`config.mk`:
```
export PLATFORM = sky130hd
export DESIGN_NAME = toy_register_machine_execute
export DESIGN_NICKNAME = d
export VERILOG_FILES = /design/src/rtl/trme_pkg.sv /design/src/rtl/trme_regfile.sv /design/src/rtl/toy_register_machine_execute.sv
export VERILOG_INCLUDE_DIRS = /design/src /design/src/rtl
export SDC_FILE = /design/constraint.sdc
export NUM_CORES = 2
export LEC_CHECK = 0
export BUFFER_PORTS_ARGS = -buffer_cell sky130_fd_sc_hd__buf_2
export CORE_ASPECT_RATIO = 2
export CORE_UTILIZATION = 55
export CTS_BUF_LIST = sky130_fd_sc_hd__clkbuf_16
export CTS_CLUSTER_SIZE = 8
export DETAILED_ROUTE_END_ITERATION = 7
export HOLD_SLACK_MARGIN = 0.06
export PLACE_DENSITY = 0.83
export SLEW_MARGIN = 25
export SYNTH_ARGS = -nofsm -noshare
export SYNTH_HDL_FRONTEND = slang
export SYNTH_HIERARCHICAL = 1
export SYNTH_SLANG_ARGS = --single-unit
```
`constraint.sdc`:
```
create_clock -name clk_i -period 17.45 [get_ports clk_i]
set_input_delay 1.745 -clock clk_i [delete_from_list [all_inputs] [get_ports clk_i]]
set_output_delay 1.745 -clock clk_i [all_outputs]
set_load 0.01 [all_outputs]
```
`src/rtl/toy_register_machine_execute_defines.svh`:
```
// assertion macros for the toy register machine execute block
// needs clk_i and rst_ni in the scope of the module that uses them
`ifndef TOY_REGISTER_MACHINE_EXECUTE_DEFINES_SVH
`define TOY_REGISTER_MACHINE_EXECUTE_DEFINES_SVH

// same-cycle implication, held off during reset
`define TRME_ASSERT_IMPL(lbl, ante, cons, msg) \
  lbl: assert property (@(posedge clk_i) disable iff (!rst_ni) (ante) |-> (cons)) \
    else $error(msg);

// next-cycle implication, held off during reset
`define TRME_ASSERT_NEXT(lbl, ante, cons, msg) \
  lbl: assert property (@(posedge clk_i) disable iff (!rst_ni) (ante) |=> (cons)) \
    else $error(msg);

`endif

```
`src/rtl/trme_pkg.sv`:
```
// shared types and constants of the toy register machine execute block
// no dependencies
package trme_pkg;

  localparam int NumRegs   = 8;
  localparam int RegIdxW   = $clog2(NumRegs);
  localparam int DataW     = 32;
  localparam int RegFieldW = 8;
  localparam int DestW     = 16;

  typedef enum logic [2:0] {
    OpMov = 3'd0,
    OpAdd = 3'd1,
    OpMul = 3'd2,
    OpClt = 3'd3,
    OpJeq = 3'd4,
    OpJne = 3'd5,
    OpOut = 3'd6,
    OpNop = 3'd7
  } op_e;

  typedef enum logic [1:0] {
    KindReg   = 2'd0,
    KindImm   = 2'd1,
    KindLbl   = 2'd2,
    KindOther = 2'd3
  } kind_e;

  typedef enum logic [1:0] {
    FlagNone  = 2'd0,
    FlagTrue  = 2'd1,
    FlagFalse = 2'd2
  } flag_e;

  typedef enum logic [1:0] {
    StOk    = 2'd0,
    StNoReg = 2'd1,
    StBadOp = 2'd2,
    StStop  = 2'd3
  } status_e;

  // register file write port
  typedef struct packed {
    logic               en;
    logic [RegIdxW-1:0] addr;
    logic [DataW-1:0]   data;
  } wr_t;

endpackage

```
`src/rtl/trme_regfile.sv`:
```
// register file of the toy register machine: two registered read ports, one write port
// write-to-read bypass, per-entry valid bits so unwritten entries read as zero
// depends on trme_pkg
module trme_regfile
  import trme_pkg::*;
(
  input  logic               clk_i,
  input  logic               rst_ni,
  input  logic               rd_en_i,
  input  logic [RegIdxW-1:0] rd_addr_a_i,
  input  logic [RegIdxW-1:0] rd_addr_b_i,
  input  wr_t                wr_i,
  output logic [DataW-1:0]   rd_data_a_o,
  output logic [DataW-1:0]   rd_data_b_o
);

  logic [DataW-1:0]   mem [NumRegs];
  logic [NumRegs-1:0] vld_q;
  logic [DataW-1:0]   rd_a_q;
  logic [DataW-1:0]   rd_b_q;

  always_ff @(posedge clk_i or negedge rst_ni) begin
    if (!rst_ni) begin
      vld_q <= '0;
    end else if (wr_i.en) begin
      vld_q[wr_i.addr] <= 1'b1;
    end
  end

  always_ff @(posedge clk_i) begin
    if (wr_i.en) begin
      mem[wr_i.addr] <= wr_i.data;
    end
  end

  // reads bypass a write landing on the same edge
  always_ff @(posedge clk_i) begin
    if (rd_en_i) begin
      if (wr_i.en && (wr_i.addr == rd_addr_a_i)) begin
        rd_a_q <= wr_i.data;
      end else begin
        rd_a_q <= vld_q[rd_addr_a_i] ? mem[rd_addr_a_i] : '0;
      end
      if (wr_i.en && (wr_i.addr == rd_addr_b_i)) begin
        rd_b_q <= wr_i.data;
      end else begin
        rd_b_q <= vld_q[rd_addr_b_i] ? mem[rd_addr_b_i] : '0;
      end
    end
  end

  assign rd_data_a_o = rd_a_q;
  assign rd_data_b_o = rd_b_q;

endmodule

```
`src/rtl/toy_register_machine_execute.sv`:
```
// Toy register machine execute unit: takes one decoded instruction per beat and returns
// one result beat per instruction, through an input register with register file read,
// then execute into the result register; throughput is one instruction per cycle
// unless the result channel stalls, set by the single execute stage that reads and
// writes the register file, the compare flag and the stop bit in the same cycle. Register
// reads are bypassed from the write of the instruction ahead, so back-to-back dependent
// instructions see fresh values. A bad operand kind or register index reports an error
// and stops the machine; every later beat then reports stopped until reset. Depends on
// trme_pkg, trme_regfile and toy_register_machine_execute_defines.svh.
`include "toy_register_machine_execute_defines.svh"

module toy_register_machine_execute
  import trme_pkg::*;
(
  input  logic                    clk_i,
  input  logic                    rst_ni,
  // instruction channel
  input  logic                    in_valid_i,
  output logic                    in_stall_o,
  input  logic [2:0]              operation_i,
  input  logic [1:0]              first_kind_i,
  input  logic [RegFieldW-1:0]    first_reg_i,
  input  logic signed [DataW-1:0] first_imm_i,
  input  logic [1:0]              second_kind_i,
  input  logic [RegFieldW-1:0]    second_reg_i,
  input  logic signed [DataW-1:0] second_imm_i,
  input  logic [DestW-1:0]        jump_dest_i,
  // result channel
  output logic                    out_valid_o,
  input  logic                    out_stall_i,
  output logic [1:0]              status_o,
  output logic                    print_valid_o,
  output logic signed [DataW-1:0] print_value_o,
  output logic                    jump_taken_o,
  output logic [DestW-1:0]        jump_to_o
);

  typedef struct packed {
    op_e                  op;
    kind_e                k1;
    logic [RegFieldW-1:0] r1;
    logic [DataW-1:0]     i1;
    kind_e                k2;
    logic [RegFieldW-1:0] r2;
    logic [DataW-1:0]     i2;
    logic [DestW-1:0]     dest;
  } instr_t;

  typedef struct packed {
    status_e          status;
    logic             pv;
    logic [DataW-1:0] pval;
    logic             jt;
    logic [DestW-1:0] jto;
  } res_t;

  // handshake and pipeline control
  logic   s1_vld_q;
  instr_t s1_q;
  logic   out_vld_q;
  res_t   out_q;
  res_t   res_d;
  logic   out_ready;
  logic   s1_adv;
  logic   in_acc;

  // architectural state
  flag_e  flag_q, flag_d;
  logic   stopped_q, stopped_d;

  // register file
  wr_t              wr;
  logic [DataW-1:0] rd_a;
  logic [DataW-1:0] rd_b;

  // operand decode
  logic             r1_bad;
  logic             r2_bad;
  logic             k1_val;
  logic             k2_val;
  logic [DataW-1:0] opa;
  logic [DataW-1:0] opb;
  logic [DataW-1:0] sum;
  logic [DataW-1:0] prod;
  logic             less;

  // result register frees up when empty or when its beat leaves
  assign out_ready  = !out_vld_q || !out_stall_i;
  assign s1_adv     = s1_vld_q && out_ready;
  assign in_stall_o = s1_vld_q && !out_ready;
  assign in_acc     = in_valid_i && !in_stall_o;

  always_ff @(posedge clk_i or negedge rst_ni) begin
    if (!rst_ni) begin
      s1_vld_q <= 1'b0;
    end else if (in_acc) begin
      s1_vld_q <= 1'b1;
    end else if (s1_adv) begin
      s1_vld_q <= 1'b0;
    end
  end

  // cleared in reset so the decoder never sees an unknown opcode
  always_ff @(posedge clk_i or negedge rst_ni) begin
    if (!rst_ni) begin
      s1_q <= '0;
    end else if (in_acc) begin
      s1_q.op   <= op_e'(operation_i);
      s1_q.k1   <= kind_e'(first_kind_i);
      s1_q.r1   <= first_reg_i;
      s1_q.i1   <= first_imm_i;
      s1_q.k2   <= kind_e'(second_kind_i);
      s1_q.r2   <= second_reg_i;
      s1_q.i2   <= second_imm_i;
      s1_q.dest <= jump_dest_i;
    end
  end

  // operands are read as the beat enters the input register
  trme_regfile u_regfile (
    .clk_i       (clk_i),
    .rst_ni      (rst_ni),
    .rd_en_i     (in_acc),
    .rd_addr_a_i (first_reg_i[RegIdxW-1:0]),
    .rd_addr_b_i (second_reg_i[RegIdxW-1:0]),
    .wr_i        (wr),
    .rd_data_a_o (rd_a),
    .rd_data_b_o (rd_b)
  );

  // operand selection and arithmetic
  assign r1_bad = s1_q.r1 >= RegFieldW'(NumRegs);
  assign r2_bad = s1_q.r2 >= RegFieldW'(NumRegs);
  assign k1_val = (s1_q.k1 == KindReg) || (s1_q.k1 == KindImm);
  assign k2_val = (s1_q.k2 == KindReg) || (s1_q.k2 == KindImm);
  assign opa    = (s1_q.k1 == KindReg) ? rd_a : s1_q.i1;
  assign opb    = (s1_q.k2 == KindReg) ? rd_b : s1_q.i2;
  assign sum    = opa + opb;
  assign prod   = opa * opb;
  // signed less-than by flipping the sign bits
  assign less   = {~opa[DataW-1], opa[DataW-2:0]} < {~opb[DataW-1], opb[DataW-2:0]};

  // execute: one instruction against the current state
  always_comb begin
    res_d     = '{status: StOk, pv: 1'b0, pval: '0, jt: 1'b0, jto: '0};
    wr        = '{en: 1'b0, addr: s1_q.r1[RegIdxW-1:0], data: '0};
    flag_d    = flag_q;
    if (stopped_q) begin
      res_d.status = StStop;
    end else begin
      unique case (s1_q.op)
        OpMov, OpAdd, OpMul: begin
          if ((s1_q.k1 != KindReg) || !k2_val) begin
            res_d.status = StBadOp;
          end else if (r1_bad || ((s1_q.k2 == KindReg) && r2_bad)) begin
            res_d.status = StNoReg;
          end else begin
            wr.en = 1'b1;
            case (s1_q.op)
              OpMov:   wr.data = opb;
              OpAdd:   wr.data = sum;
              default: wr.data = prod;
            endcase
          end
        end
        OpClt: begin
          if (!k1_val || !k2_val) begin
            res_d.status = StBadOp;
          end else if (((s1_q.k1 == KindReg) && r1_bad) ||
                       ((s1_q.k2 == KindReg) && r2_bad)) begin
            res_d.status = StNoReg;
          end else begin
            flag_d = less ? FlagTrue : FlagFalse;
          end
        end
        OpJeq, OpJne: begin
          if (s1_q.k1 != KindLbl) begin
            res_d.status = StBadOp;
          end else begin
            if (((s1_q.op == OpJeq) && (flag_q == FlagTrue)) ||
                ((s1_q.op == OpJne) && (flag_q == FlagFalse))) begin
              res_d.jt  = 1'b1;
              res_d.jto = s1_q.dest;
            end
            flag_d = FlagNone;
          end
        end
        OpOut: begin
          if (!k1_val) begin
            res_d.status = StBadOp;
          end else if ((s1_q.k1 == KindReg) && r1_bad) begin
            res_d.status = StNoReg;
          end else begin
            res_d.pv   = 1'b1;
            res_d.pval = opa;
          end
        end
        OpNop: begin
        end
        default: begin
        end
      endcase
    end
    // only a beat that actually leaves the input register touches state
    if (!s1_adv) begin
      wr.en  = 1'b0;
      flag_d = flag_q;
    end
    stopped_d = stopped_q ||
                (s1_adv && ((res_d.status == StNoReg) || (res_d.status == StBadOp)));
  end

  always_ff @(posedge clk_i or negedge rst_ni) begin
    if (!rst_ni) begin
      flag_q    <= FlagNone;
      stopped_q <= 1'b0;
      out_vld_q <= 1'b0;
    end else begin
      flag_q    <= flag_d;
      stopped_q <= stopped_d;
      if (out_ready) begin
        out_vld_q <= s1_adv;
      end
    end
  end

  always_ff @(posedge clk_i) begin
    if (s1_adv) begin
      out_q <= res_d;
    end
  end

  assign out_valid_o   = out_vld_q;
  assign status_o      = out_q.status;
  assign print_valid_o = out_q.pv;
  assign print_value_o = out_q.pval;
  assign jump_taken_o  = out_q.jt;
  assign jump_to_o     = out_q.jto;

  // stop is sticky until reset
  `TRME_ASSERT_NEXT(a_stop_sticky, stopped_q, stopped_q, "stop bit cleared without reset")
  // a stopped machine reports stopped for the next beat it executes
  `TRME_ASSERT_NEXT(a_stop_reports, s1_adv && stopped_q, out_vld_q && (out_q.status == StStop),
    "stopped machine did not report stopped")
  // jumps and prints only come from instructions that completed cleanly
  `TRME_ASSERT_IMPL(a_side_ok, out_vld_q && (out_q.jt || out_q.pv), out_q.status == StOk,
    "jump or print on a failed instruction")
  // no register write once stopped
  `TRME_ASSERT_IMPL(a_no_wr_stopped, stopped_q, !wr.en, "register write while stopped")

endmodule

```
== Word-level counts from Yosys, hierarchy flattened ==
Memory sizes are Yosys's and may differ from the RTL's.
Index checks and enable logic that the tools add are counted.

* Add/subtract/negate cells: 1
* Multiply operators: 1
* Magnitude comparators: 7
* Eq/ne operators: 18
* Mux-type cells: 42
* Bitwise gates (word level): 8
* Reductions and logical operators: 40

{| class="wikitable"
|+ Operator list
! kind !! count
|-
| $mux 32 || 10
|-
| $pmux 32 s2 || 1
|-
| $mux 33 || 1
|-
| $add 32x32->32 || 1
|-
| $lt 32x32->1 || 1
|-
| $mul 32x32->32 || 1
|-
| $mux 2 || 9
|-
| $mux 17 || 1
|-
| $ge 8x4->1 const B || 2
|-
| $mux 1 || 15
|-
| $lt 3x4->1 const B || 3
|-
| $logic_and 1x1->1 || 11
|-
| $logic_or 1x1->1 || 10
|-
| $eq 3x3->1 const B || 3
|-
| $reduce_or 3->1 || 3
|-
| $eq 2x1->1 const B || 4
|-
| $ne 2x2->1 const B || 4
|-
| $or 8x8->8 || 1
|-
| $pmux 2 s4 || 1
|-
| $reduce_or 4->1 || 2
|-
| $not 1->1 || 7
|-
| $bmux 1 s3 || 2
|-
| $eq 3x2->1 const B || 2
|-
| $eq 3x3->1 || 2
|-
| 11 further kinds || 20
|}

* Bits in registers: 232
* Bits in writable memories: 256
* Input port bits: 107
* Output and inout bits: 54
* Word-level logic and storage cells: 138
* Memories kept: 1

{| class="wikitable"
|+ Memory list
! memory !! depth !! width !! rd ports !! clocked after memory_dff !! write ports !! RTL line !! source
|-
| u_regfile.mem || 8 || 32 || 2 || 0 || 1 || trme_regfile.sv:17 || <nowiki>logic [DataW-1:0] mem [NumRegs];</nowiki>
|}

== Depth between registers and ports, before layout ==
* Depth after elaboration: 11
* Mapped depth: 36
* Mapped depth without buffers: 31

== Cells and area by module ==
Netlist, hierarchy kept.

{| class="wikitable"
|+ By module, submodules not included
! module !! times used !! cells each !! area an instance (um^2) !! sequential area each (um^2)
|-
| toy_register_machine_execute || 1 || 2,670 || 24,730.0 || 4,189.0
|-
| trme_regfile || 1 || 745 || 14,527.7 || 9,809.4
|}

== Worst setup path before layout ==
Ideal clock, no wire load.

* Kind: reg2reg
* From: register s1_q[99] (netlist bit)
* To: register u_regfile.rd_a_q[28], in the netlist u_regfile/rd_data_a_o[28] (data pin)
* Setup time: 0.145 ns
* Arrival time: 8.428 ns
* Data required time: 17.305 ns
* Slack: 8.878 ns
* Stages on the path, launching flop included: 32
* Buffers on the path: 4
* Clock period less this slack: 8.572 ns
* Cells stage by stage: dfrtp_1 -> buf_6 -> nor2_8 -> buf_6 -> buf_4 -> mux2i_1 -> clkbuf_1 -> nor2_1 -> fa_1 -> fa_1 -> fa_1 -> inv_1 -> fa_1 -> inv_1 -> fa_1 -> inv_1 -> fa_1 -> inv_1 -> fa_1 -> fa_1 -> ha_1 -> a21o_1 -> a21o_1 -> a21o_1 -> a21oi_1 -> o21ai_0 -> a221oi_1 -> o21ai_0 -> xnor2_1 -> a211oi_1 -> nand2_1 -> o21ai_1

{| class="wikitable"
|+ RTL lines
! item !! RTL line !! source
|-
| start: declaration || toy_register_machine_execute.sv:59 || <nowiki>instr_t s1_q;</nowiki>
|-
| end signal: assignment || trme_regfile.sv:40 || <nowiki>rd_a_q <= wr_i.data;</nowiki>
|-
| end signal: assignment || trme_regfile.sv:42 || <nowiki>rd_a_q <= vld_q[rd_addr_a_i] ? mem[rd_addr_a_i] : '0;</nowiki>
|-
| end: declaration || trme_regfile.sv:19 || <nowiki>logic [DataW-1:0] rd_a_q;</nowiki>
|}

==> flow_summary_export.csv <==
group,metric,value,unit
sta,finalHoldWorstSlack,0.476,ns
cts,postCtsSetupBuffers,0,
synth,number_of_enable_type_register_cells_in_the_synthesized_netlist,372,
synth,synth_largest_type_area_fraction,28.5,%
sta,max_slew_margin,17.4,%
global_route,grt_pass1_vias,31700,
detailed_routing,antenna_left,0,
die,die-area,0.0725,mm2
worst_setup_path,worst-endpoint-required,17.92,ns
hold_path,holdCritPathClass,"flip-flop to flip-flop",
layout,layout_commonest_cell,"sky130_fd_sc_hd__inv_1",
worst_setup_path,ff2ff_setup_slack,6.77,ns
cts,insertion_delay,0.66,ns
synth,avgSynthCellArea,11.5,um2
cts,max_clock_buf_depth,3,
die,die_x,191,um
placed_design,gp_routability_congestion,1.10,
die,core_region_area,0.0706,mm2
cts,tritoncts.num_buffers,71,
worst_setup_path,critical_path_peak_fanout,26,
synth,synthesized_instance_count,3415,
detailed_routing,drt-total-wl,150,mm
cts,clk_pin_slew_worst_paths,0.06,ns
worst_setup_path,critPathMaxStageDelay,0.97,ns
worst_setup_path,timing.critical_path.max_delay_family,"adder cells",
synth,number_of_warnings_printed_during_yosys_synthesis,6,
sta,timing.fmax,93.7,MHz
cts,cts-htree-levels,3,
layout,layout.cells.most_common_list,"sky130_fd_sc_hd__inv_1, sky130_fd_sc_hd__nor2_1, sky130_fd_sc_hd__fa_1, sky130_fd_sc_hd__edfxtp_1, sky130_fd_sc_hd__nand2_1",
detailed_routing,drt_iter0_markers,3270,
detailed_routing,routedWlPerCell,33.1,um
sta,grt_setup_unrepaired,"no",
layout,multi_input_comb_area,0.0229,mm2
die,io_pins,161,
sta,setup_total_neg_slack,0,ns
synth,postSynthRegisterBits,485,
synth,dominant_combinational_cell_family_by_area_after_synthesis,"adder cells",
layout,area.growth.synth_to_final,10.4,%
layout,nFillCells,5492,
synth,synth_compound_area_share,5.19,%
cts,cts_tree,"yes",
worst_setup_path,critPathCaptureType,"flip-flop",
synth,synth.largest_area_cell,"sky130_fd_sc_hd__edfxtp_1",
synth,adder_cell_fraction_of_synth_area,26.8,%
placed_design,dpl_cell_area,0.0411,mm2
global_route,grt_remaining_overflow,0,
run,drv_cap,0,
layout,final_design_area_no_fill,0.0433,mm2
placed_design,i_o_buffers,160,
layout,layout.area.seq,0.0140,mm2
synth,synth-seq-area-share,35.7,%
synth,synth_fp_nets,4116,
synth,yosys.area_share.xor_xnor,2.56,%
detailed_routing,detail_route.first_pass.iterations,5,
synth,yosys-top-cells-area,"sky130_fd_sc_hd__edfxtp_1, sky130_fd_sc_hd__fa_1, sky130_fd_sc_hd__mux4_2",
sta,fin_worst_skew,0.0351,ns
cts,postCtsResizedCells,0,
synth,ys_dominant_reg_cell,"sky130_fd_sc_hd__edfxtp_1",
synth,synth_simple_gate_area_share,9.55,%
synth,post_synth_mux_area_share,13.9,%
die,fp.dieH,380,um
cts,ctsHoldBuffers,0,
global_route,first_pass_grt_wire_length,214,mm
sta,final_min_period_over_clock_period,61.2,%
worst_setup_path,worst_setup_path_start_kind,"flip-flop",
synth,syn-cell-area,0.0393,mm2
sta,worst_pin_slew,1.23,ns
cts,clock-sinks,485,
placed_design,post-dp-hpwl,107,mm
sta,fin_crit,10.68,ns
synth,synthArstFlopShare,23.3,%
global_route,grt_start_max_net_pins,65,
detailed_routing,drc,0,
die,row_count,138,
cts,clockRootBuffer,"sky130_fd_sc_hd__clkbuf_16",
worst_setup_path,setup.worst_path.class,"flip-flop to flip-flop",
worst_setup_path,path_buf_inv,4,
worst_setup_path,cpMostUsedCell,"sky130_fd_sc_hd__fa_1",
layout,num-nets-final,4259,
run_status,run_status,"finished clean",
detailed_routing,drt-vias-per-instance,6.46,
global_route,grt_usage,42.8,%
die,initial_utilization,55.6,%
worst_setup_path,data_arrival_time_of_the_critical_path,11.15,ns
layout,post_route_cells_drive_above_1_share,17.8,%
sta,final-max-slew-violation-count,0,
global_route,grt_antenna_before_repair,16,
sta,finalSetupViolCount,0,
sta,finalHoldViolCount,0,
worst_setup_path,slowest_stage,"sky130_fd_sc_hd__a31oi_1",
synth,synthDistinctLibCells,81,
detailed_routing,vias_after_detailed_routing,29300,
worst paths after layout:
kind / start / end / cells after the start
max in group asynchronous: rst_ni / s1_q[38] / 2
worst max-delay path: s1_q[99] / u_regfile/rd_data_b_o[19] / 27
min in group asynchronous: rst_ni / s1_q[9] / 1
worst max register to register: s1_q[99] / u_regfile/rd_data_b_o[19] / 27
worst min register to register: u_regfile/vld_q[0] / u_regfile/vld_q[0] / 1
worst min-delay path: u_regfile/vld_q[0] / u_regfile/vld_q[0] / 1
cells by family (layout without fill, tap and decap cells):
family | count (synthesis) | after routing
and+or+nand+nor | 902 | 902
buffers and inverters | 633 | 833
adders and majority gates | 594 | 594
DFF | 485 | 485
muxes | 363 | 363
AOI/OAI and AO/OA | 325 | 325
xor gates and xnor gates | 113 | 113
other | 0 | 6
routing by layer:
layer  share of wire [%]  up-vias  global-route usage, %  routed length [um]
met5               0.057        -                      0                  85
met4                  12       14                   42.3               18700
met3                 9.8      807                   11.1               14800
met2                  49     2079                   69.5               72700
met1                  29    14700                   43.4               43600
li1                    -    11700                      -                   -
final cells by class:
class                   instances  area share (%)
diodes                          6          0.0346
clock buffers                  72            4.16
clock inverters                58           0.829
inverters                     474            4.11
multi-input cells            2297            52.9
flip-flops and latches        485            32.3
well taps                     910            2.63
repair buffers                229            3.07
cells in the mapped netlist, types with 69 or more instances:
cell type / n
sky130_fd_sc_hd__fa_1: 409
sky130_fd_sc_hd__inv_1: 438
sky130_fd_sc_hd__ha_1: 185
sky130_fd_sc_hd__dfrtp_1: 113
sky130_fd_sc_hd__o21ai_1: 69
sky130_fd_sc_hd__clkbuf_1: 101
sky130_fd_sc_hd__xnor2_1: 93
sky130_fd_sc_hd__nand2_1: 303
sky130_fd_sc_hd__mux4_2: 130
sky130_fd_sc_hd__mux2i_1: 100
sky130_fd_sc_hd__mux2_2: 124
sky130_fd_sc_hd__a21oi_1: 91
sky130_fd_sc_hd__nor2_1: 463
sky130_fd_sc_hd__edfxtp_1: 372
registers in the layout, summed over array words and instances, names as in the netlist:
| register | cells |
|---|---|
| u_regfile/mem | 256 |
| stopped_q | 1 |
| flag_q | 2 |
| print_value_o | 32 |
| u_regfile/vld_q | 8 |
| s1_vld_q | 1 |
| u_regfile/rd_data_a_o | 32 |
| out_valid_o | 1 |
| s1_q | 100 |
| jump_to_o | 16 |
| status_o | 2 |
| print_valid_o | 1 |
| jump_taken_o | 1 |
| u_regfile/rd_data_b_o | 32 |
through the flow:
step / std cells / worst slack, ns / util (%)
4_1_cts: 4524 / 7.04 / 61.3
5_1_grt: 4529 / 6.60 / 61.4
3_3_place_gp: 4394 / 7.29 / 58.2
3_5_place_dp: 4394 / 7.11 / 58.2
6_report: 4531 / 6.77 / 61.4
2_1_floorplan: 3415 / 8.88 / -
Power is left out: the tool's default activity adds up to more than one toggle a clock period on the data nets, which glitch-free logic cannot reach.
